==> src/ccx_pkg.sv <==
// Package: ChaCha20 stream XOR types, constants and helper functions.
`default_nettype none
package ccx_pkg;
  localparam int ROUNDS = 20;
  localparam int DR_CNT = (ROUNDS + 1) / 2;
  localparam int DRW = $clog2(DR_CNT + 1);
  localparam int QDEPTH = 2;

  localparam logic [2:0] REG_KEY_LOW      = 3'd0;
  localparam logic [2:0] REG_KEY_MID_LOW  = 3'd1;
  localparam logic [2:0] REG_KEY_MID_HIGH = 3'd2;
  localparam logic [2:0] REG_KEY_HIGH     = 3'd3;
  localparam logic [2:0] REG_NONCE        = 3'd4;

  typedef logic [31:0] word_t;
  typedef word_t [15:0] blk_t;

  // classified chunk passed from front to back
  typedef struct packed {
    logic [63:0] msg;
    logic [3:0]  cnt;
    logic        ends;
    logic        new_blk;
    logic [2:0]  pos;
    logic [63:0] ctr;
  } job_t;

  function automatic word_t rotl(input word_t v, input int r);
    rotl = (v << r) | (v >> (32 - r));
  endfunction

  function automatic logic [127:0] qr(input word_t a, input word_t b,
                                      input word_t c, input word_t d);
    word_t a1, b1, c1, d1;
    a1 = a + b;  d1 = rotl(d ^ a1, 16);
    c1 = c + d1; b1 = rotl(b ^ c1, 12);
    a1 = a1 + b1; d1 = rotl(d1 ^ a1, 8);
    c1 = c1 + d1; b1 = rotl(b1 ^ c1, 7);
    qr = {a1, b1, c1, d1};
  endfunction

  function automatic blk_t col_round(input blk_t x);
    blk_t y;
    logic [127:0] t;
    y = x;
    for (int i = 0; i < 4; i++) begin
      t = qr(x[i], x[i+4], x[i+8], x[i+12]);
      {y[i], y[i+4], y[i+8], y[i+12]} = t;
    end
    col_round = y;
  endfunction

  function automatic blk_t diag_round(input blk_t x);
    blk_t y;
    logic [127:0] t;
    y = x;
    for (int i = 0; i < 4; i++) begin
      t = qr(x[i], x[4 + ((i+1) % 4)], x[8 + ((i+2) % 4)], x[12 + ((i+3) % 4)]);
      {y[i], y[4 + ((i+1) % 4)], y[8 + ((i+2) % 4)], y[12 + ((i+3) % 4)]} = t;
    end
    diag_round = y;
  endfunction

  function automatic logic [63:0] byte_mask(input logic [3:0] cnt);
    logic [63:0] m;
    for (int i = 0; i < 8; i++) m[8*i +: 8] = (cnt > 4'(i)) ? 8'hff : 8'h00;
    byte_mask = m;
  endfunction
endpackage
`default_nettype wire

==> src/ccx_queue.sv <==
// Small FIFO of classified chunks between front and back.
`default_nettype none
module ccx_queue (
  input  wire logic          clk,
  input  wire logic          rst_n,
  input  ccx_pkg::job_t      wr_job,
  input  wire logic          wr_valid,
  output logic               wr_ready,
  output ccx_pkg::job_t      rd_job,
  output logic               rd_valid,
  input  wire logic          rd_ready
);
  import ccx_pkg::*;
  localparam int AW = $clog2(QDEPTH);
  job_t mem_r [QDEPTH];
  logic [AW-1:0] wp_r, rp_r;
  logic [AW:0]   cnt_r;
  logic wr_en, rd_en;

  assign wr_ready = (cnt_r != (AW+1)'(QDEPTH));
  assign rd_valid = (cnt_r != '0);
  assign rd_job   = mem_r[rp_r];
  assign wr_en = wr_valid && wr_ready;
  assign rd_en = rd_valid && rd_ready;

  always_ff @(posedge clk) begin
    if (wr_en) mem_r[wp_r] <= wr_job;
  end

  always_ff @(posedge clk) begin
    if (!rst_n) begin
      wp_r <= '0; rp_r <= '0; cnt_r <= '0;
    end else begin
      if (wr_en) wp_r <= wp_r + 1'b1;
      if (rd_en) rp_r <= rp_r + 1'b1;
      cnt_r <= cnt_r + (AW+1)'(wr_en) - (AW+1)'(rd_en);
    end
  end
endmodule
`default_nettype wire

==> config.mk <==
export PLATFORM = sky130hd
export DESIGN_NAME = ccx_queue
export DESIGN_NICKNAME = d
export VERILOG_FILES = /design/src/ccx_pkg.sv /design/src/ccx_queue.sv
export SDC_FILE = /design/constraint.sdc
export NUM_CORES = 1
export LEC_CHECK = 0
export BUFFER_PORTS_ARGS = -buffer_cell sky130_fd_sc_hd__buf_2
export CAP_MARGIN = 5
export CELL_PAD_IN_SITES_DETAIL_PLACEMENT = 2
export CELL_PAD_IN_SITES_GLOBAL_PLACEMENT = 2
export CORE_AREA = 2 2 206 208
export CTS_CLUSTER_DIAMETER = 100
export DETAILED_ROUTE_END_ITERATION = 8
export DIE_AREA = 0 0 208 210
export PLACE_DENSITY = 0.55
export SETUP_SLACK_MARGIN = 0.05
export SYNTH_ARGS = -nofsm -noshare
export SYNTH_HDL_FRONTEND = slang
export SYNTH_SLANG_ARGS = --single-unit
export TNS_END_PERCENT = 50
==> constraint.sdc <==
create_clock -name clk -period 5.1 [get_ports clk]
set_input_delay 1.02 -clock clk [delete_from_list [all_inputs] [get_ports clk]]
set_output_delay 1.02 -clock clk [all_outputs]
set_load 0.02 [all_outputs]
==> results of run 1 <==
==> per-stage QoR <==
step                power, mW  area (sq um)  hold slack, ns  cells  util, %
finish                   6.57         13200           0.580   1321     31.9
global route             6.88         13200           0.600   1321     31.9
CTS                      6.73         13200           0.582   1321     31.9
detailed placement       4.38         12200           0.573   1263     29.4
global placement         4.36         12200           0.569   1263     29.4
floorplan                3.92         10200           0.526    455        -
==> layout by cell type (no fill, tap or decap), types with 3 or more instances in the layout <==
cell type / count
buf_12: 3
and2_1: 3
clkbuf_16: 37
buf_2: 279
clkinv_2: 4
clkbuf_1: 9
clkinv_1: 4
dfxtp_1: 4
mux2_2: 137
edfxtp_1: 274
==> worst max-delay path, stage by stage, from the launching register on <==
cell,delay [ns]
dfxtp_4,0.72
buf_4,0.49
mux2_2,0.39
buf_2,0.16
==> cell families (layout without fill, tap and decap cells) <==
group	count (synthesis)	in the layout	share of synthesized area, %
fa+ha+maj	1	1	0.122
buf+inv	16	343	1.93
flops	279	279	81.4
mux	138	138	15.2
xor+xnor	1	1	0.0856
compound gates	7	7	0.563
simple gates	13	13	0.722
==> final timing paths <==
check	start	to	slack, ns	cells past startpoint
worst max-delay path	flop	rd_job[4]	1.72	3
worst min-delay path	rp_r$_SDFFE_PN0P_	flop	0.58	2
worst max register to register	cnt_r[0]$_SDFF_PN0_	mem_r[0][25]$_DFFE_PP_	2.78	4
worst min register to register	rp_r$_SDFFE_PN0P_	flop	0.58	2
==> sequential cells by signal, summed over array words and instances, names as in the netlist, named ones only <==
register	count
mem_r	274
cnt_r	2
rp_r	1
wp_r	1
==> metal layers <==
layer,up-vias,track usage [%]
met5,-,0
met4,6,4.45
met3,40,3.87
met2,170,18.5
met1,2725,13.3
li1,2426,-
==> power groups by stage <==
stage	combinational (mW)	sequential, mW	clock [mW]
after floorplan	1.02	2.90	0
after global placement	1.43	2.93	0
after detailed placement	1.44	2.94	0
after CTS	1.44	2.89	2.39
after global routing	1.50	2.92	2.46
final	1.40	2.88	2.28
==> layout make-up <==
cell class / instances / area share, %
clock buffer: 46 / 7.25
clock inverter: 12 / 0.671
inverter: 1 / 0.0661
multi-input combinational: 160 / 12.9
sequential: 279 / 62.9
tap: 539 / 5.09
timing repair buffer: 284 / 11.1
==> key figures, run 1 <==
Yosys
  – Flops & latches, synth: approximately 280
  – Count of distinct cell types in the synthesized netlist: 25
  – Summed instance area of the synthesized netlist: 0.0102 sq mm
  – Avg Cell Area, Syn: around 22 sq um
  – Top_reg_cell synth: edfxtp_1
  – Synthesized netlist cell count: 455
  – Area share of the largest cell type after synthesis: 80.4%
  – Register area share after synthesis: 81.4%
  – Post-synth ARST share: 0%
  – Count of flip-flops with a built-in enable after synthesis: 274
  – Commonest cells post-synth: edfxtp_1, mux2_2, clkbuf_8
  – Cell type with the highest aggregate area in the netlist: edfxtp_1
  – Top cells by area, synth: edfxtp_1, mux2_2, clkbuf_8
  – Number of warnings issued by yosys: 0
  – Most frequently used cell type in the post-synthesis netlist: edfxtp_1
  – Net count after synthesis: between 500 and 600

Timing
  – Max Clk Rate: 296 MHz
  – Largest clock skew in the final design: 0.0149 ns
  – Setup violations, final: 0
  – Final hold violation count: 0
  – Normalized max-slew margin: around 38%
  – Fin. max-slew vios: 0
  – Post-layout minimum cycle time: 3.38 ns
  – Tcrit/Tclk final: 66.2%
  – Setup repair after global routing missed its margin: no
  – Worst path setup slack after routing: 1.72 ns
  – Least-Margin Pin Slew: 0.936 ns
  – TNS Setup: 0 ns

Die
  – I/O Pins: 280
  – Placeable core area: 0.0415 sq mm
  – Area of the die: ~0.044 sq mm
  – Die extent in y: 210 um
  – Standard-cell rows: 75
  – Initial Util: roughly 25%
  – X dimension of the die: between 200 and 250 um

Drt
  – Total met2 wirelength after detailed routing: 12,000 um
  – Met1 Routed Length: roughly 10,000 um
  – Post-detailed-route DRC marker count: 0
  – Total Wirelength: 24,400 um
  – Routed via count: 5,367
  – Met3 wire length: between 1500 and 2000 um
  – Post-route antenna net violation count: 0
  – 1st-iter DRT viols: 176
  – Wire per inst: 18.4 um
  – Highest metal used: met5
  – Count of TritonRoute iterations in the first routing pass: 4
  – Routed vias/inst: 4.06

Global routing
  – Combined global-route utilization of all metal layers: between 10 and 15%
  – Global route overflow: 0
  – Largest net degree at the start of global routing: 88
  – Initial antenna violation count: 3
  – Via count of the first global-routing pass: 5,975
  – First-pass GRT wire length: 36,900 um

CTS
  – Clock buffers created by TritonCTS: 35
  – CTS tree: built
  – Number of gates resized after CTS: 0
  – Clock latency on the worst-skew pair: approximately 0.52 ns
  – Sink Count: between 200 and 300
  – Maximum count of clock buffers along a single path: 3
  – Clock tree root buffer cell: clkbuf_16
  – Post-CTS Repair Setup Buffers: 0
  – H-tree level count: 2
  – Clock-pin slew on the worst setup and hold paths: around 0.050 ns
  – Number of buffers inserted for hold repair after clock tree synthesis: 0

Run
  – Total of max-cap violations: 0

Cells and area
  – Area grow syn2layout: 29.5%
  – Flip-flop and latch area: 0.00833 sq mm
  – Area occupied by multi-input gates: 0.00171 sq mm
  – Layout fillers: 4,230
  – Number of inserted diodes: 0
  – Number of nets in the finished design: around 900
  – Share of final-layout standard cells stronger than drive strength 1: 60.4%

Setup path
  – CP Data Arrival Time: 2.36 ns
  – Critical path startpoint category: flop
  – Largest driver fanout on the critical path: 40
  – Required time of the critical path: 4.08 ns
  – Endpoint class of the critical path: output port
  – Worst setup path category: flop to output port

Place
  – Pre-CTS worst setup slack: around 2.2 ns
  – Routability Congestion: 0.660
  – HPWL after detailed placement: 15,800 um
  – Number of buffer cells added on primary ports: 279

Status
  – Run status: completed

Power
  – Highest ir drop seen on vdd: 0.000295 V
  – Net switching power: approximately 1.9 mW
  – Fraction of power consumed by the clock network: 34.8%
  – Register share of total power: 43.9%
  – Part of the power in combinational logic: 21.3%
  – Power Dens Cells: ~500 mW/mm^2
  – Leakage: around 4.8 nW
  – Internal power summed over all cells: 4.71 mW
  – Switching portion of total power: 28.2%

Hold path
  – Worst min-delay path class: flop to flop
No activity file was read; power rests on OpenSTA's default activity.
==> run 2: changes to the inputs <==
ABC_AREA = 1   (was unset)
CORE_AREA = 2 2 205 207   (was 2 2 206 208)
DIE_AREA = 0 0 207 209   (was 0 0 208 210)
PLACE_DENSITY = 0.58   (was 0.55)
clock period = 2.8 ns   (was 5.1 ns; I/O delays follow)
==> key figures, run 2 <==
Status
  – Run status: completed

Yosys
  – Net count after synthesis: 604
  – Post-synth ARST share: 0%
  – Top_reg_cell synth: edfxtp_1
  – Count of flip-flops with a built-in enable after synthesis: 274
  – Synthesized netlist cell count: 462
  – Number of warnings issued by yosys: 0
  – Flops & latches, synth: 279
  – Summed instance area of the synthesized netlist: 0.0102 sq mm
  – Avg Cell Area, Syn: 22.1 sq um
  – Most frequently used cell type in the post-synthesis netlist: edfxtp_1
  – Area share of the largest cell type after synthesis: roughly 80%
  – Count of distinct cell types in the synthesized netlist: 12
  – Cell type with the highest aggregate area in the netlist: edfxtp_1
  – Register area share after synthesis: 81.7%
  – Top cells by area, synth: edfxtp_1, mux2_2, clkbuf_8
  – Commonest cells post-synth: edfxtp_1, mux2_2, nand2_1

Cells and area
  – Max reg flops: roughly 270
  – Biggest register: mem_r
  – Layout fillers: 4,234
  – Largest registers: mem_r (274), cnt_r (2)
  – Most common cell after layout, fill and taps aside: buf_2
  – Area grow syn2layout: 30.9%
  – Area occupied by multi-input gates: approximately 0.0017 sq mm
  – Share of final-layout standard cells stronger than drive strength 1: 59.6%
  – Number of nets in the finished design: between 900 and 1,000
  – Flip-flop and latch area: 0.00833 sq mm
  – Most frequent cells in the layout: buf_2, edfxtp_1, mux2_2
  – Number of inserted diodes: 0
  – Summed area of non-filler cells in the final layout: 0.0133 sq mm

Power
  – Register share of total power: 42.4%
  – Power Dens Cells: 969 mW/mm^2
  – Switching portion of total power: between 20% and 30%
  – Net switching power: 3.82 mW
  – Internal power summed over all cells: 9.12 mW
  – Leakage: 4.88 nW
  – Post-route total power: 12.9 mW
  – Part of the power in combinational logic: about a quarter
  – Fraction of power consumed by the clock network: 32.9%
  – Highest ir drop seen on vdd: 0.000460 V

CTS
  – Clock tree root buffer cell: clkbuf_16
  – Clock-pin slew on the worst setup and hold paths: 0.06 ns
  – CTS tree: built
  – Sink Count: ~280
  – Post-CTS Repair Setup Buffers: 0
  – Number of buffers inserted for hold repair after clock tree synthesis: 0
  – Clock buffers created by TritonCTS: 34
  – H-tree level count: 2
  – Number of gates resized after CTS: 0
  – Clock latency on the worst-skew pair: 0.52 ns
  – Maximum count of clock buffers along a single path: 3

Drt
  – Post-route antenna net violation count: 0
  – 1st-iter DRT viols: 216
  – Total Wirelength: ~25,000 um
  – Routed vias/inst: 4.03
  – Count of TritonRoute iterations in the first routing pass: 5
  – Routed via count: 5,372
  – Wire per inst: 18.6 um
  – Post-detailed-route DRC marker count: 0

Die
  – Placeable core area: between 0.04 and 0.05 sq mm
  – X dimension of the die: 207 um
  – I/O Pins: 280
  – Area of the die: 0.0433 sq mm
  – Standard-cell rows: 75
  – Die extent in y: around 210 um
  – Initial Util: about a quarter

Hold path
  – Hold Path Sink: mem_r[0][39]$_DFFE_PP_
  – Worst min-delay path class: primary input to flop
  – Cell depth of the worst hold path: 1
  – Startpoint of the lowest-slack hold path: wr_job[39]

Timing
  – Setup repair after global routing missed its margin: no
  – Normalized max-slew margin: 67.7%
  – Final hold violation count: 0
  – Largest clock skew in the final design: 0.0134 ns
  – Post-layout minimum cycle time: roughly 2.6 ns
  – Fin. max-slew vios: 0
  – Least-Margin Pin Slew: 0.484 ns
  – Tcrit/Tclk final: 92.8%
  – Setup violations, final: 0
  – Max Clk Rate: a little under 400 MHz

Run
  – Total of max-cap violations: 0

Place
  – Number of buffer cells added on primary ports: 279
  – HPWL after detailed placement: ~17,000 um
  – Total cell area at the placement stage: 0.0123 sq mm
  – Routability Congestion: 0.693

Global routing
  – Initial antenna violation count: 2
  – Via count of the first global-routing pass: between 6,000 and 7,000
  – Combined global-route utilization of all metal layers: a little under an eighth
  – Global route overflow: 0
  – First-pass GRT wire length: 37,300 um
  – Largest net degree at the start of global routing: 73

Setup path
  – CP Data Arrival Time: 2.04 ns
  – Critical path startpoint category: flop
  – Worst setup path category: flop to output port
  – Worst reg-to-reg path cell count: 5
  – Register-to-register path setup slack: 1.15 ns
  – Terminus of the critical flop-to-flop path: mem_r[1][34]$_DFFE_PP_
  – Required time of the critical path: 2.24 ns
  – Worst reg2reg startpoint: cnt_r[0]$_SDFF_PN0_
  – Endpoint class of the critical path: output port
  – Largest driver fanout on the critical path: 45
==> run 2: area by class of cell <==
cell class	instances	area share, %
well taps	539	5.05
clock buffers	50	7.30
clock inverters	10	0.759
repair buffers	288	11.6
flip-flops and latches	279	62.4
multi-input cells	161	12.6
inverters	7	0.197
==> run 2: metal layers <==
layer  GRT usage [%]  up-vias  wire length (um)
li1                -     2438                 -
met1            13.8     2706             10100
met2            19.0      186             12400
met3            3.67       38              1660
met4            4.73        4               587
met5               0        -                27
==> run 2: worst max path at each step <==
stage | end | slack (ns) | depth (start not counted)
final | rd_job[135] | 0.20 | 3
after floorplan | mem_r[1][0]$_DFFE_PP_ | -0.29 | 2
after global placement | rd_job[112] | 0.73 | 3
after CTS | rd_job[116] | 0.10 | 3
after detailed placement | rd_job[135] | 0.70 | 3
after global routing | rd_job[116] | 0.07 | 3
==> run 2: stage by stage <==
stage / util (%) / setup TNS (ns) / std cells / setup WS (ns) / hold WS [ns]
2_1_floorplan: - / -75.43 / 462 / -0.290 / 0.467
3_3_place_gp: 29.7 / 0 / 1274 / 0.730 / 0.477
3_5_place_dp: 29.7 / 0 / 1274 / 0.701 / 0.548
4_1_cts: 32.3 / 0 / 1334 / 0.101 / 0.174
5_1_grt: 32.3 / 0 / 1334 / 0.0742 / 0.184
6_report: 32.3 / 0 / 1334 / 0.201 / 0.222
==> run 2: cell families (layout without fill, tap and decap cells) <==
family | after synthesis | after routing | synth area share [%]
DFF | 279 | 279 | 81.7
muxes | 137 | 137 | 15.1
buffers and inverters | 22 | 355 | 2.16
and+or+nand+nor | 21 | 21 | 0.785
adders and majority gates | 1 | 1 | 0.123
AOI/OAI and AO/OA | 1 | 1 | 0.0490
xor gates and xnor gates | 1 | 1 | 0.0859
==> run 2: power by group through the flow <==
stage               Clock, mW  Sequential [mW]  Combinational [mW]
floorplan                   0             5.51                2.23
global placement            0             5.54                3.28
detailed placement          0             5.58                3.30
CTS                      4.45             5.50                3.31
global route             4.58             5.55                3.44
finish                   4.25             5.48                3.20
==> run 2: worst max-delay path, cell delays in order, from the launching register on <==
cell	delay, ns
dfxtp_4	0.59
buf_12	0.31
mux2_2	0.39
buf_2	0.16
==> run 3: changes to the inputs <==
RECOVER_POWER = 25   (was unset)
==> key figures, run 3 (synthesis gave the netlist of run 2 again) <==
Cells and area
  – Number of inserted diodes: 0
  – Number of nets in the finished design: 913
  – Max reg flops: approximately 270
  – Share of final-layout standard cells stronger than drive strength 1: a little under three fifths
  – Layout fillers: 4,250
  – Most frequent cells in the layout: edfxtp_1, buf_2, mux2_2
  – Cell Count, Final, Fillers Out: roughly 1,300
  – Most common cell after layout, fill and taps aside: edfxtp_1
  – Area grow syn2layout: 30.5%
  – Biggest register: mem_r
  – Largest registers: mem_r (274), cnt_r (2)

Timing
  – Post-layout minimum cycle time: 2.60 ns
  – Setup violations, final: 0
  – Final hold violation count: 0
  – Normalized max-slew margin: 67.7%
  – Max Clk Rate: ~380 MHz
  – Tcrit/Tclk final: 92.8%
  – Setup repair after global routing missed its margin: no
  – Least-Margin Pin Slew: 0.484 ns
  – WHS: about 0.22 ns
  – Fin. max-slew vios: 0
  – TNS Setup: 0 ns
  – Largest clock skew in the final design: 0.0132 ns

Setup path
  – Largest delay share family, worst path: flip-flops
  – Register-to-register path setup slack: between 1 and 1.5 ns
  – Buffers and inverters on the worst path: 2
  – CP Data Arrival Time: 2.04 ns
  – Max stage delay on crit path: 0.59 ns
  – Worst reg-to-reg path cell count: 5
  – Worst setup path category: flop to output port
  – Largest driver fanout on the critical path: 45
  – Worst reg2reg startpoint: cnt_r[0]$_SDFF_PN0_
  – Required time of the critical path: about 2.2 ns
  – Cell-by-cell listing of the critical path: buf_12 -> mux2_2 -> buf_2
  – Instance count on the critical path: 3
  – Critical path startpoint category: flop
  – Endpoint class of the critical path: output port
  – Master of the slowest instance on the critical path: dfxtp_4
  – Terminus of the critical flop-to-flop path: mem_r[1][34]$_DFFE_PP_

Global routing
  – Combined global-route utilization of all metal layers: 11.5%
  – Initial antenna violation count: 1
  – Global route overflow: 0
  – Via count of the first global-routing pass: a little over 6,000
  – First-pass GRT wire length: 37,300 um
  – Largest net degree at the start of global routing: 73

Die
  – Area of the die: 0.0433 sq mm
  – Initial Util: approximately a quarter
  – Die extent in y: 209 um
  – X dimension of the die: 207 um
  – I/O Pins: between 200 and 300
  – Placeable core area: 0.0413 sq mm
  – Standard-cell rows: 75

CTS
  – Number of gates resized after CTS: 0
  – Clock tree root buffer cell: clkbuf_16
  – CTS tree: built
  – Clock-pin slew on the worst setup and hold paths: 0.06 ns
  – Maximum count of clock buffers along a single path: 3
  – Post-CTS Repair Setup Buffers: 0
  – Number of buffers inserted for hold repair after clock tree synthesis: 0
  – H-tree level count: 2
  – Sink Count: 279
  – Clock latency on the worst-skew pair: between 0.5 and 0.6 ns
  – Clock buffers created by TritonCTS: 34

Place
  – Cells after DPL: 1,274
  – Routability Congestion: roughly 0.7
  – HPWL after detailed placement: 16,500 um
  – Number of buffer cells added on primary ports: 279

Power
  – Leakage: 4.78 nW
  – Part of the power in combinational logic: 24.7%
  – Fraction of power consumed by the clock network: 32.9%
  – Highest ir drop seen on vdd: 0.000460 V
  – Post-route total power: about 13 mW
  – Internal power summed over all cells: roughly 9.1 mW
  – Power Dens Cells: 972 mW/mm^2
  – Switching portion of total power: 29.5%
  – Register share of total power: between 40% and 50%
  – Net switching power: 3.82 mW

Drt
  – 1st-iter DRT viols: approximately 220
  – Wire per inst: 18.6 um
  – Total Wirelength: 24,800 um
  – Post-detailed-route DRC marker count: 0
  – Routed via count: ~5,400
  – Routed vias/inst: 4.02
  – Count of TritonRoute iterations in the first routing pass: 5
  – Post-route antenna net violation count: 0

Run
  – Total of max-cap violations: 0

Hold path
  – Hold Path Sink: mem_r[0][39]$_DFFE_PP_
  – Worst min-delay path class: primary input to flop
  – Startpoint of the lowest-slack hold path: wr_job[39]
  – Cell depth of the worst hold path: 1

Status
  – Run status: completed
run 3: metrics by stage:
| step | cell area (sq um) | worst slack [ns] | util (%) |
|---|---|---|---|
| after CTS | 13300 | 0.101 | 32.3 |
| after global placement | 12300 | 0.730 | 29.7 |
| final | 13300 | 0.202 | 32.2 |
| after floorplan | 10200 | -0.290 | - |
| after global routing | 13300 | 0.0742 | 32.2 |
| after detailed placement | 12300 | 0.701 | 29.7 |
run 3: worst register-to-register path, delay by kind of cell, from the launching register on:
kind	cells	cell delay, ns
simple gates	3	0.44
buf+inv	2	0.43
flops	1	0.37
run 3: final cells by class:
type	count	area (sq um)	share of cell area (%)
clock buffers	50	975	7.33
clock inverters	10	101	0.762
inverters	7	26.3	0.197
multi-input cells	161	1690	12.7
flip-flops and latches	279	8330	62.6
well taps	539	674	5.07
repair buffers	288	1510	11.3
run 3: power groups by stage:
stage	combinational, mW	clock (mW)	sequential, mW
after floorplan	2.23	0	5.51
after global placement	3.28	0	5.54
after detailed placement	3.30	0	5.58
after CTS	3.31	4.45	5.50
after global routing	3.44	4.58	5.55
final	3.19	4.25	5.48
run 3: how the worst max path moves through the flow:
stage	endpoint	slack [ns]
final	rd_job[135]	0.20
after global routing	rd_job[116]	0.07
after CTS	rd_job[116]	0.10
after detailed placement	rd_job[135]	0.70
after global placement	rd_job[112]	0.73
after floorplan	mem_r[1][0]$_DFFE_PP_	-0.29
run 3: metal layers:
layer | vias up | routed length (um) | part of all wire (%) | global-route usage [%]
met5 | - | 13 | 0.052 | 0
met3 | 36 | 1690 | 6.8 | 3.67
met1 | 2699 | 10100 | 41 | 13.8
li1 | 2439 | - | - | -
met4 | 2 | 585 | 2.4 | 4.73
met2 | 184 | 12400 | 50 | 19.0
