$ cat src/ccx_pkg.sv
// Package: ChaCha20 stream XOR types, constants and helper functions.
`default_nettype none
package ccx_pkg;
  localparam int ROUNDS = 20;
  localparam int DR_CNT = (ROUNDS + 1) / 2;
  localparam int DRW = $clog2(DR_CNT + 1);
  localparam int QDEPTH = 2;

  localparam logic [2:0] REG_KEY_LOW      = 3'd0;
  localparam logic [2:0] REG_KEY_MID_LOW  = 3'd1;
  localparam logic [2:0] REG_KEY_MID_HIGH = 3'd2;
  localparam logic [2:0] REG_KEY_HIGH     = 3'd3;
  localparam logic [2:0] REG_NONCE        = 3'd4;

  typedef logic [31:0] word_t;
  typedef word_t [15:0] blk_t;

  // classified chunk passed from front to back
  typedef struct packed {
    logic [63:0] msg;
    logic [3:0]  cnt;
    logic        ends;
    logic        new_blk;
    logic [2:0]  pos;
    logic [63:0] ctr;
  } job_t;

  function automatic word_t rotl(input word_t v, input int r);
    rotl = (v << r) | (v >> (32 - r));
  endfunction

  function automatic logic [127:0] qr(input word_t a, input word_t b,
                                      input word_t c, input word_t d);
    word_t a1, b1, c1, d1;
    a1 = a + b;  d1 = rotl(d ^ a1, 16);
    c1 = c + d1; b1 = rotl(b ^ c1, 12);
    a1 = a1 + b1; d1 = rotl(d1 ^ a1, 8);
    c1 = c1 + d1; b1 = rotl(b1 ^ c1, 7);
    qr = {a1, b1, c1, d1};
  endfunction

  function automatic blk_t col_round(input blk_t x);
    blk_t y;
    logic [127:0] t;
    y = x;
    for (int i = 0; i < 4; i++) begin
      t = qr(x[i], x[i+4], x[i+8], x[i+12]);
      {y[i], y[i+4], y[i+8], y[i+12]} = t;
    end
    col_round = y;
  endfunction

  function automatic blk_t diag_round(input blk_t x);
    blk_t y;
    logic [127:0] t;
    y = x;
    for (int i = 0; i < 4; i++) begin
      t = qr(x[i], x[4 + ((i+1) % 4)], x[8 + ((i+2) % 4)], x[12 + ((i+3) % 4)]);
      {y[i], y[4 + ((i+1) % 4)], y[8 + ((i+2) % 4)], y[12 + ((i+3) % 4)]} = t;
    end
    diag_round = y;
  endfunction

  function automatic logic [63:0] byte_mask(input logic [3:0] cnt);
    logic [63:0] m;
    for (int i = 0; i < 8; i++) m[8*i +: 8] = (cnt > 4'(i)) ? 8'hff : 8'h00;
    byte_mask = m;
  endfunction
endpackage
`default_nettype wire

$ cat src/ccx_if.sv
// Interfaces: valid/ready data channels for chunks, results and config.
`default_nettype none
interface ccx_in_if;
  logic        valid;
  logic        ready;
  logic [63:0] msg_chunk;
  logic [3:0]  byte_count;
  logic        starts_message;
  logic        ends_message;
  modport source(output valid, msg_chunk, byte_count, starts_message, ends_message,
                 input ready);
  modport sink(input valid, msg_chunk, byte_count, starts_message, ends_message,
               output ready);
endinterface

`default_nettype wire

$ cat src/ccx_front.sv
// Front end: tracks counter/position and classifies each chunk.
`default_nettype none
module ccx_front (
  input  wire logic          clk,
  input  wire logic          rst_n,
  ccx_in_if.sink             in_ch,
  output ccx_pkg::job_t      job,
  output logic               job_valid,
  input  wire logic          job_ready
);
  import ccx_pkg::*;
  logic [63:0] ctr_r, ctr_nxt, cur_ctr;
  logic [2:0]  pos_r, pos_nxt, cur_pos;

  assign in_ch.ready = job_ready;
  assign job_valid   = in_ch.valid;
  assign cur_pos = in_ch.starts_message ? 3'd0 : pos_r;
  assign cur_ctr = in_ch.starts_message ? 64'd0 : ctr_r;

  always_comb begin
    job.msg     = in_ch.msg_chunk;
    job.cnt     = in_ch.byte_count;
    job.ends    = in_ch.ends_message;
    job.new_blk = (cur_pos == 3'd0);
    job.pos     = cur_pos;
    job.ctr     = cur_ctr;
    pos_nxt = pos_r;
    ctr_nxt = ctr_r;
    if (in_ch.valid && job_ready) begin
      pos_nxt = cur_pos + 3'd1;
      ctr_nxt = (cur_pos == 3'd0) ? cur_ctr + 64'd1 : cur_ctr;
    end
  end

  always_ff @(posedge clk) begin
    if (!rst_n) begin
      pos_r <= '0;
      ctr_r <= '0;
    end else begin
      pos_r <= pos_nxt;
      ctr_r <= ctr_nxt;
    end
  end
endmodule
`default_nettype wire

$ cat src/flat_wrapper.sv
// flat-port wrapper written by rule: the top's interface ports become plain ports
module ccx_front_flat import ccx_pkg::*;
  (clk, rst_n, job, job_valid, job_ready, in_ch_valid, in_ch_msg_chunk, in_ch_byte_count, in_ch_starts_message, in_ch_ends_message, in_ch_ready);
  ccx_in_if in_ch_i ();
  input  wire logic clk;
  input  wire logic rst_n;
  output ccx_pkg::job_t job;
  output logic job_valid;
  input  wire logic job_ready;
  input wire logic [$bits(in_ch_i.valid)-1:0] in_ch_valid;
  input wire logic [$bits(in_ch_i.msg_chunk)-1:0] in_ch_msg_chunk;
  input wire logic [$bits(in_ch_i.byte_count)-1:0] in_ch_byte_count;
  input wire logic [$bits(in_ch_i.starts_message)-1:0] in_ch_starts_message;
  input wire logic [$bits(in_ch_i.ends_message)-1:0] in_ch_ends_message;
  output wire logic [$bits(in_ch_i.ready)-1:0] in_ch_ready;
  assign in_ch_i.valid = in_ch_valid;
  assign in_ch_i.msg_chunk = in_ch_msg_chunk;
  assign in_ch_i.byte_count = in_ch_byte_count;
  assign in_ch_i.starts_message = in_ch_starts_message;
  assign in_ch_i.ends_message = in_ch_ends_message;
  assign in_ch_ready = in_ch_i.ready;
  ccx_front u_core (.clk(clk), .rst_n(rst_n), .in_ch(in_ch_i), .job(job), .job_valid(job_valid), .job_ready(job_ready));
endmodule
$ cat config.mk
export PLATFORM = sky130hd
export DESIGN_NAME = ccx_front_flat
export DESIGN_NICKNAME = d
export VERILOG_FILES = /design/src/ccx_pkg.sv /design/src/ccx_if.sv /design/src/ccx_front.sv /design/src/flat_wrapper.sv
export SDC_FILE = /design/constraint.sdc
export NUM_CORES = 1
export LEC_CHECK = 0
export ABC_AREA = 1
export BUFFER_PORTS_ARGS = -buffer_cell sky130_fd_sc_hd__buf_2
export CAP_MARGIN = 20
export CELL_PAD_IN_SITES_DETAIL_PLACEMENT = 0
export CELL_PAD_IN_SITES_GLOBAL_PLACEMENT = 2
export CORE_UTILIZATION = 27
export DETAILED_ROUTE_END_ITERATION = 10
export PLACE_DENSITY = 0.95
export SETUP_SLACK_MARGIN = 0.5
export SLEW_MARGIN = 20
export SYNTH_ARGS = -nofsm -noshare
export SYNTH_HDL_FRONTEND = slang
export SYNTH_SLANG_ARGS = --single-unit
$ cat constraint.sdc
create_clock -name clk -period 3.57 [get_ports clk]
set_clock_uncertainty 0.15 [all_clocks]
set_input_delay 0.1785 -clock clk [delete_from_list [all_inputs] [get_ports clk]]
set_output_delay 0.1785 -clock clk [all_outputs]
set_load 0.1 [all_outputs]
==> results.tsv, run 1 <==
stage	metric	value	unit
status	status	complete, no violations	
power	leakage	2.58	nW
grt	grt_max_degree	54	
critical_path	start_kind	primary input	
synth	yosysTopAreaCell	dfxtp_1	
synth	yosys-top-cells-area	dfxtp_1 23%, nand2_1 16%, nor2_1 12%, buf_4 9.5%, inv_1 9.4%	
synth	synth_cells	986	
grt	met1_usage	23.6	%
clock_network	numCtsBuffers	9	
finish	fill_cells	2397	
critical_path	crit_path_cell_trace	buf_4 -> inv_8 -> nand2_1 -> ha_1 -> nand2_2 -> nor2_2 -> nand3_2 -> nor2_4 -> nand3_4 -> nor2_2 -> nand2_1 -> nand2_1 -> nor2_1	
worst_hold_path	holdPathStages	4	
clock_network	cts_setup_buffers	0	
grt	use_met3	3.93	%
synth	post-synth-top-count-cell	nand2_1	
sta	hold_viol	0	
placed_design	io_buffers	74	
clock_network	cts_max_level	3	
synth	synth_common_cells	254 x nand2_1, 179 x nor2_1, 145 x inv_1	
run	maxCapViolations	0	
finish	diodes	0	
synth	synth_cell_type_count	37	
critical_path	critPathMaxStageDelay	500	ps
grt	grt.met2_usage	29.0	%
critical_path	cp-end-kind	flop	
critical_path	worst-path-max-fanout	36	
floorplan	die_h	148	µm
clock_network	cts_tree	done	
floorplan	initial_core_util	27.5	%
synth	syn-cell-area	5790	µm²
clock_network	insertion_delay	350	ps
finish	nNetsFinal	1056	
synth	ys.flop_type	dfxtp_1	
grt	grt_pass1_vias	5324	
sta	fmax	400	MHz
sta	fin_setup_tns	0	ps
grt	grt_first_pass_wirelength	30100	µm
grt	antenna_found_initial	0	
floorplan	pin_count	213	
power	irDropWorstVdd	0.207	mV
synth	yosysSeqAreaShare	23.2	%
synth	synth_area_per_cell	5.87	µm²
clock_network	path_clk_slew	50	ps
critical_path	path_buf_inv	2	
synth	synth_async_sr_flop_share	0	%
placed_design	dp_hpwl	14800	µm
grt	track_usage	18.0	%
finish	drive_gt1_share	17.9	%
finish	area_growth	6.31	%
route	vias	5776	
finish	multi_input_area	3190	µm²
placed_design	gp_congestion	0.863	
sta	tightest_slew	694	ps
critical_path	crit_type	primary input to flop	
synth	synth_warnings	0	
critical_path	critPathRequiredTime	3660	ps
floorplan	rows	53	
sta	rsz0062_at_grt	false	
route	drt-initial-drc-count	423	
clock_network	hold_buffers	0	
critical_path	path_depth	13	
sta	max_slew_margin	53.6	%
critical_path	cp.arrival	2590	ps
worst_hold_path	hp-class	primary input to flop	
synth	syn_nets	1063	
route	routed_wl	19200	µm
power	power_density	285	nW/µm²
floorplan	die_x	148	µm
critical_path	crit_top_cell	nand2_1	
clock_network	cts_buffer_depth	2	
sta	setup_viol	0	
route	first_pass_iters	5	
sta	slew_viol_final	0	
grt	overflow	0	
route	route.detailed.drc	0	
route	wl_per_cell	15.3	µm
grt	grt-busiest-layer	met2	
clock_network	ctsResizeCount	0	
synth	yosysTopAreaCellShare	23.2	%
synth	synth-edff-count	0	
clock_network	cts-root-buf	clkbuf_16	
route	via_per_inst	4.59	
critical_path	slowest_stage	nor2_2	
floorplan	die-area	22000	µm²
critical_path	ff2ff_path_depth	12	
clock_network	clock_sinks	67	
synth	synth_seq_cells	67	
power	p_total	1.76	mW
sta	min_period	2500	ps
finish	ff_latch_area	1340	µm²
floorplan	core_area	21000	µm²
sta	period_share	70.0	%
critical_path	critPathTopFamily	simple AND/OR/NAND/NOR gates	
route	detail-route-antenna-nets	0	
-- metal layers --
layer | up-vias | wire length, µm
li1 | 2949 | -
met2 | 173 | 8680
met3 | 34 | 1190
met1 | 2620 | 8970
met4 | 0 | 371
met5 | - | 0
-- flip-flops by register name, summed over array words and instances (netlist names) --
signal	count
u_core.pos_r	3
u_core.ctr_r	64
-- final timing paths --
kind | startpoint | endpoint | slack, ps
hold / removal | job_ready | u_core.pos_r[1] | 210
setup reg to reg | u_core.ctr_r[0] | u_core.ctr_r[40] | 1170
setup / recovery | in_ch_starts_message | u_core.ctr_r[55] | 1070
hold reg to reg | u_core.pos_r[1] | u_core.pos_r[1] | 330
-- power breakdown --
part | total (mW) | switching, mW | internal, mW
Sequential | 0.753 | 0.00184 | 0.751
Clock | 0.870 | 0.363 | 0.507
Combinational | 0.133 | 0.109 | 0.0241
-- area by class of cell --
cell class	instances	area share, %
tap	275	5.59
clock inverter	2	0.163
multi-input combinational	670	51.8
clock buffer	14	4.29
timing repair buffer	79	6.87
inverter	152	9.47
sequential	67	21.8
-- worst register-to-register path: cells and delay by family (launching register included) --
| family | cells | cell delay [ps] |
|---|---|---|
| DFF | 1 | 350 |
| buffers and inverters | 1 | 60 |
| adders and majority gates | 1 | 240 |
| AOI/OAI and AO/OA | 1 | 140 |
| and+or+nand+nor | 9 | 1370 |
-- cells in the final DEF (no fill, tap or decap), drive strengths merged --
cell and instances:
nand2 265, nor2 234, inv 151, buf 79
dfxtp 67, nand3 53, a21oi 31, o21ai 26
nand4 22, nor3 18, clkbuf 14, nand3b 3
nor4 3, a22oi 3, ha 3, clkinv 3
and2 2, nor3b 2, a31oi 2, a21boi 1
o211ai 1, a311oi 1
-- per-stage QoR --
stage | util [%] | area [µm²] | instances | setup WS (ps) | hold slack (ps)
finish | 29.3 | 6150 | 1259 | 1070 | 207
global route | 29.3 | 6150 | 1259 | 874 | 207
CTS | 29.3 | 6150 | 1259 | 1080 | 192
detailed placement | 28.0 | 5880 | 1243 | 752 | 208
global placement | 28.0 | 5880 | 1243 | 804 | 208
floorplan | - | 5810 | 986 | 504 | 303
-- kinds of logic after synthesis --
group | after synthesis | synth area share, %
DFF | 67 | 23.2
adders and majority gates | 3 | 0.648
and+or+nand+nor | 602 | 48.3
AOI/OAI and AO/OA | 65 | 5.94
buffers and inverters | 249 | 22.0
Power figures use the tool's default switching activity.
==> run 2: changes to the inputs <==
--- a/config.mk
+++ b/config.mk
@@ -10,9 +10,9 @@
 export CAP_MARGIN = 20
 export CELL_PAD_IN_SITES_DETAIL_PLACEMENT = 0
 export CELL_PAD_IN_SITES_GLOBAL_PLACEMENT = 2
-export CORE_UTILIZATION = 27
+export CORE_UTILIZATION = 22
 export DETAILED_ROUTE_END_ITERATION = 10
-export PLACE_DENSITY = 0.95
+export PLACE_DENSITY = 0.86
 export SETUP_SLACK_MARGIN = 0.5
 export SLEW_MARGIN = 20
 export SYNTH_ARGS = -nofsm -noshare
==> constraint.sdc (replaced) <==
create_clock -name clk -period 2.27 [get_ports clk]
set_clock_uncertainty 0.15 [all_clocks]
set_input_delay 0.1135 -clock clk [delete_from_list [all_inputs] [get_ports clk]]
set_output_delay 0.1135 -clock clk [all_outputs]
set_load 0.1 [all_outputs]
==> run 2 against run 1 <==
Sequential share of layout area fell by 4.8 points. Hold slack worse by 130 ps. First-iteration DRC count is 26% lower. Power is 68% higher. Combinational power rose to 2.5 times the previous value. Final cell count is 13% higher. Critical path type is now flop to flop. Wire length up 15%. Clock power grew 66%. Utilization rose by 2.0 points. Non-clock buffer count is 104 higher. Count of clock-buffer cells in the layout shrank 3. Highest routed layer unchanged.
==> results.tsv, run 2 (synthesized netlist as in run 1, its figures left out) <==
stage	metric	value	unit
clock_network	cts_tree	done	
grt	overflow	0	
floorplan	die_h	164	µm
power	irDropWorstVdd	0.377	mV
clock_network	numCtsBuffers	9	
finish	largest_reg_flops	64	
floorplan	initial_core_util	22.3	%
critical_path	worst-path-max-fanout	6	
floorplan	core_area	25900	µm²
critical_path	start_kind	flop	
sta	fmax	499	MHz
placed_design	gp_congestion	0.868	
grt	track_usage	16.7	%
placed_design	io_buffers	74	
finish	area_growth	40.2	%
grt	antenna_found_initial	0	
route	route.detailed.drc	0	
route	drt-initial-drc-count	313	
sta	period_share	88.2	%
clock_network	cts-root-buf	clkbuf_16	
floorplan	rows	59	
route	routed_wl	22100	µm
sta	hold_viol	0	
clock_network	cts_max_level	3	
critical_path	ff2ff_path_depth	13	
route	vias	6292	
critical_path	cp.arrival	2100	ps
clock_network	cts_buffer_depth	2	
worst_hold_path	hp-class	primary input to primary output	
status	status	complete, no violations	
power	p_total	2.95	mW
sta	tightest_slew	640	ps
critical_path	cp-end-kind	flop	
sta	max_slew_margin	57.3	%
critical_path	crit_type	flop to flop	
floorplan	die_x	164	µm
clock_network	insertion_delay	350	ps
clock_network	clock_sinks	67	
run	maxCapViolations	0	
sta	slew_viol_final	0	
clock_network	path_clk_slew	60	ps
placed_design	dp_hpwl	16600	µm
worst_hold_path	holdPathStages	0	
power	leakage	3.47	nW
finish	final_cell_mix	215 x nand2_1, 133 x inv_1, 117 x nor2_1	
sta	setup_viol	0	
clock_network	hold_buffers	0	
route	first_pass_iters	9	
finish	top_regs	u_core.ctr_r: 64 flops, u_core.pos_r: 3 flops	
placed_design	placed_cells	1351	
grt	grt_first_pass_wirelength	33700	µm
finish	final_cells	1421	
sta	min_period	2000	ps
floorplan	pin_count	213	
finish	drive_gt1_share	42.3	%
sta	timing.hold.ws	77.0	ps
grt	grt_pass1_vias	5975	
route	detail-route-antenna-nets	0	
finish	diodes	0	
power	power_density	364	nW/µm²
floorplan	die-area	27000	µm²
grt	grt_max_degree	45	
route	via_per_inst	4.43	
finish	final_common_cell	nand2_1	
sta	rsz0062_at_grt	true	
finish	top_register	u_core.ctr_r	
sta	fin_setup_tns	0	ps
route	wl_per_cell	15.6	µm
finish	nNetsFinal	1160	
critical_path	critPathRequiredTime	2360	ps
==> run 2: cell types whose count changed in the layout (fill, tap and decap cells not counted), moves of 18 or more <==
cell     before  now
nand2_1     254  215
nand2_2      10   34
nor2_1      176  117
dfxtp_2       0   20
dfxtp_1      67   44
nor2_2       30   48
nor2_4       27   68
buf_4         5   80
buf_6         0   23
==> run 2: what timing repair did <==
action	4_1_cts	5_1_grt
setup buffers	35	21
pin swaps	60	59
setup endpoints to repair	55	62
gates resized for setup	148	115
==> run 2: worst max-delay path, stage by stage, from the launching register on <==
cell and delay [ps]:
dfxtp_2 350, inv_2 50, nor2_4 100, ha_4 160
nand2_2 60, nor2_4 120, nand2_2 80, nor2_4 220
nand2_2 120, nor2_4 110, buf_12 140, nand2_4 50
o21ai_2 120, nor2_1 40
==> run 2: per-stage QoR <==
step / instance area [µm²] / worst slack [ps] / util [%]
finish: 8120 / 267 / 31.3
global route: 8120 / 157 / 31.3
CTS: 7560 / 298 / 29.2
detailed placement: 6520 / 51.3 / 25.2
global placement: 6520 / 55.9 / 25.2
floorplan: 5990 / -245 / -
==> run 2: area by class of cell <==
type / count / area [µm²]
clock buffer: 11 / 243
sequential: 67 / 1380
inverter: 152 / 598
tap: 335 / 419
multi-input combinational: 670 / 4050
clock inverter: 3 / 40.0
timing repair buffer: 183 / 1390
fill: 2828 / 17800
==> run 2: final timing paths <==
kind                  startpoint               end  slack, ps
max              u_core.ctr_r[0]  u_core.ctr_r[40]        270
min          in_ch_msg_chunk[28]          job[101]         80
max reg2reg      u_core.ctr_r[0]  u_core.ctr_r[40]        270
min reg2reg     u_core.ctr_r[29]  u_core.ctr_r[29]        360
==> run 2: routing by layer <==
layer / vias up / part of all wire (%) / track usage, %
met4: 0 / 2.4 / 6.40
met1: 2936 / 45 / 22.0
met2: 172 / 48 / 27.0
met5: - / 0 / 0
met3: 31 / 4.8 / 2.65
li1: 3153 / - / -
==> run 2: power by group <==
part           internal, mW  switching, mW
Combinational         0.112          0.221
Clock                 0.866          0.574
Sequential             1.18        0.00346
Total                  2.16          0.799
==> run 3: changes to the inputs <==
--- a/config.mk
+++ b/config.mk
@@ -12,7 +12,7 @@
 export CELL_PAD_IN_SITES_GLOBAL_PLACEMENT = 2
 export CORE_UTILIZATION = 22
 export DETAILED_ROUTE_END_ITERATION = 10
-export PLACE_DENSITY = 0.86
+export PLACE_DENSITY = 0.76
 export SETUP_SLACK_MARGIN = 0.5
 export SLEW_MARGIN = 20
 export SYNTH_ARGS = -nofsm -noshare
==> run 3 against run 2 <==
Clock power up 5%. Wire length up 3.0%. Largest cell class unchanged. Via count up 0.51%. Critical path type unchanged. Critical endpoint is now u_core.ctr_r[22]. Setup slack worse by 34 ps. Combinational power about the same.
==> results.tsv, run 3 (synthesized netlist as in run 1, its figures left out) <==
stage	metric	value	unit
sta	rsz0062_at_grt	true	
worst_hold_path	hp-start	in_ch_msg_chunk[28]	
route	drt-initial-drc-count	296	
finish	multi_input_area	4140	µm²
placed_design	io_buffers	74	
critical_path	timing.rr.end	u_core.ctr_r[22]	
power	p_total	3.02	mW
route	detail-route-antenna-nets	0	
critical_path	ff2ff_path_depth	14	
grt	grt_pass1_vias	5930	
finish	top_register	u_core.ctr_r	
critical_path	r2r_start	u_core.ctr_r[0]	
grt	grt_first_pass_wirelength	33800	µm
critical_path	cp-end-kind	flop	
sta	fin_setup_tns	0	ps
finish	diodes	0	
critical_path	start_kind	flop	
sta	min_period	2040	ps
route	wl_per_cell	15.7	µm
clock_network	cts_tree	done	
critical_path	reg2reg_slack	230	ps
power	leakage	3.66	nW
sta	period_share	89.7	%
clock_network	numCtsBuffers	9	
sta	setup_viol	0	
critical_path	worst-path-max-fanout	4	
route	vias	6324	
route	via_per_inst	4.35	
critical_path	cp.arrival	2130	ps
critical_path	crit_type	flop to flop	
sta	hold_viol	0	
grt	antenna_found_initial	0	
clock_network	clock_sinks	67	
sta	max_slew_margin	46.0	%
route	routed_wl	22800	µm
floorplan	rows	59	
grt	track_usage	16.9	%
clock_network	cts_max_level	3	
clock_network	cts_buffer_depth	2	
finish	ff_latch_area	1390	µm²
floorplan	die_h	164	µm
finish	final_cell_mix	213 x nand2_1, 127 x inv_1, 111 x nor2_1	
placed_design	gp_congestion	0.827	
floorplan	die_x	164	µm
route	first_pass_iters	5	
sta	slew_viol_final	0	
finish	drive_gt1_share	45.6	%
worst_hold_path	hp-class	primary input to primary output	
floorplan	initial_core_util	22.3	%
status	status	complete, no violations	
critical_path	cp-endpoint	u_core.ctr_r[22]	
clock_network	insertion_delay	350	ps
floorplan	core_area	25900	µm²
clock_network	path_clk_slew	60	ps
sta	tightest_slew	810	ps
finish	fill_cells	2804	
route	route.detailed.drc	0	
power	irDropWorstVdd	0.258	mV
power	power_density	355	nW/µm²
grt	overflow	0	
finish	top_regs	u_core.ctr_r: 64 flops, u_core.pos_r: 3 flops	
finish	final_common_cell	nand2_1	
finish	largest_reg_flops	64	
critical_path	startpoint	u_core.ctr_r[0]	
sta	fmax	491	MHz
critical_path	critPathRequiredTime	2360	ps
floorplan	die-area	27000	µm²
floorplan	pin_count	213	
grt	grt_max_degree	36	
placed_design	dp_hpwl	17000	µm
clock_network	cts-root-buf	clkbuf_16	
finish	nNetsFinal	1193	
finish	area_growth	47.3	%
run	maxCapViolations	0	
run 3: changes by cell type in the layout (fill, tap and decap cells not counted), moves of 4 or more:
| cell | before | now |
|---|---|---|
| o21ai_1 | 8 | 16 |
| nor2_1 | 117 | 111 |
| o21ai_2 | 16 | 6 |
| nand3_1 | 32 | 25 |
| buf_4 | 80 | 108 |
| nor2_4 | 68 | 73 |
| dfxtp_1 | 44 | 40 |
| nand3_2 | 14 | 18 |
| inv_1 | 133 | 127 |
| inv_2 | 14 | 21 |
| buf_6 | 23 | 27 |
run 3: cell type report:
class                      instances  share of cell area, %
timing repair buffer             216                   19.6
inverter                         152                   7.10
clock inverter                     4                  0.587
tap                              335                   4.92
multi-input combinational        670                   48.6
sequential                        67                   16.3
clock buffer                      11                   2.96
run 3: stage by stage:
| stage | setup WS, ps | std cells | hold slack (ps) | util, % | instance area [µm²] |
|---|---|---|---|---|---|
| floorplan | -245 | 986 | 273 | - | 5990 |
| global placement | 52.9 | 1370 | 77.7 | 25.8 | 6680 |
| detailed placement | 74.3 | 1370 | 77.7 | 25.8 | 6680 |
| CTS | 303 | 1421 | 77.7 | 29.6 | 7680 |
| global route | 124 | 1455 | 77.1 | 32.9 | 8530 |
| finish | 233 | 1455 | 77.0 | 32.9 | 8530 |
run 3: worst min path at each step:
stage,slack (ps),depth (start not counted),end
3_5_place_dp,80,0,job[100]
5_1_grt,80,0,job[117]
3_3_place_gp,80,0,job[100]
4_1_cts,80,0,job[100]
2_1_floorplan,270,3,u_core.pos_r[1]
6_report,80,0,job[101]
run 3: worst max-delay path: stages, from the launching register on:
cell and delay, ps:
dfxtp_2 340, inv_2 50, nor2_4 110, ha_4 160, nand2_2 60, nor2_4 100, nand2_2 70, nor2_4 200
buf_6 150, nand2_4 60, nor2_4 140, buf_4 130, nand3_2 60, o21ai_1 110, nor2_1 50
run 3: report_power, final:
group,total (mW),internal [mW],switching [mW],leakage [nW]
clock,1.51,0.904,0.605,0.144
combinational,0.336,0.110,0.226,2.96
sequential,1.18,1.17,0.00308,0.555
total,3.02,2.19,0.834,3.66
run 3: routing by layer:
metal | vias to the layer above | track usage [%] | wire length, µm
met5 | - | 0 | 0
met4 | 0 | 5.64 | 471
met3 | 31 | 2.45 | 974
met1 | 2912 | 22.3 | 10600
met2 | 153 | 27.8 | 10800
li1 | 3228 | - | -
run 3: repair_timing:
action | in CTS | in global routing
buffers inserted | 36 | 34
endpoints found under the setup margin | 55 | 63
hold buffers | 0 | 0
resized for setup | 126 | 170
pin swaps | 51 | 74
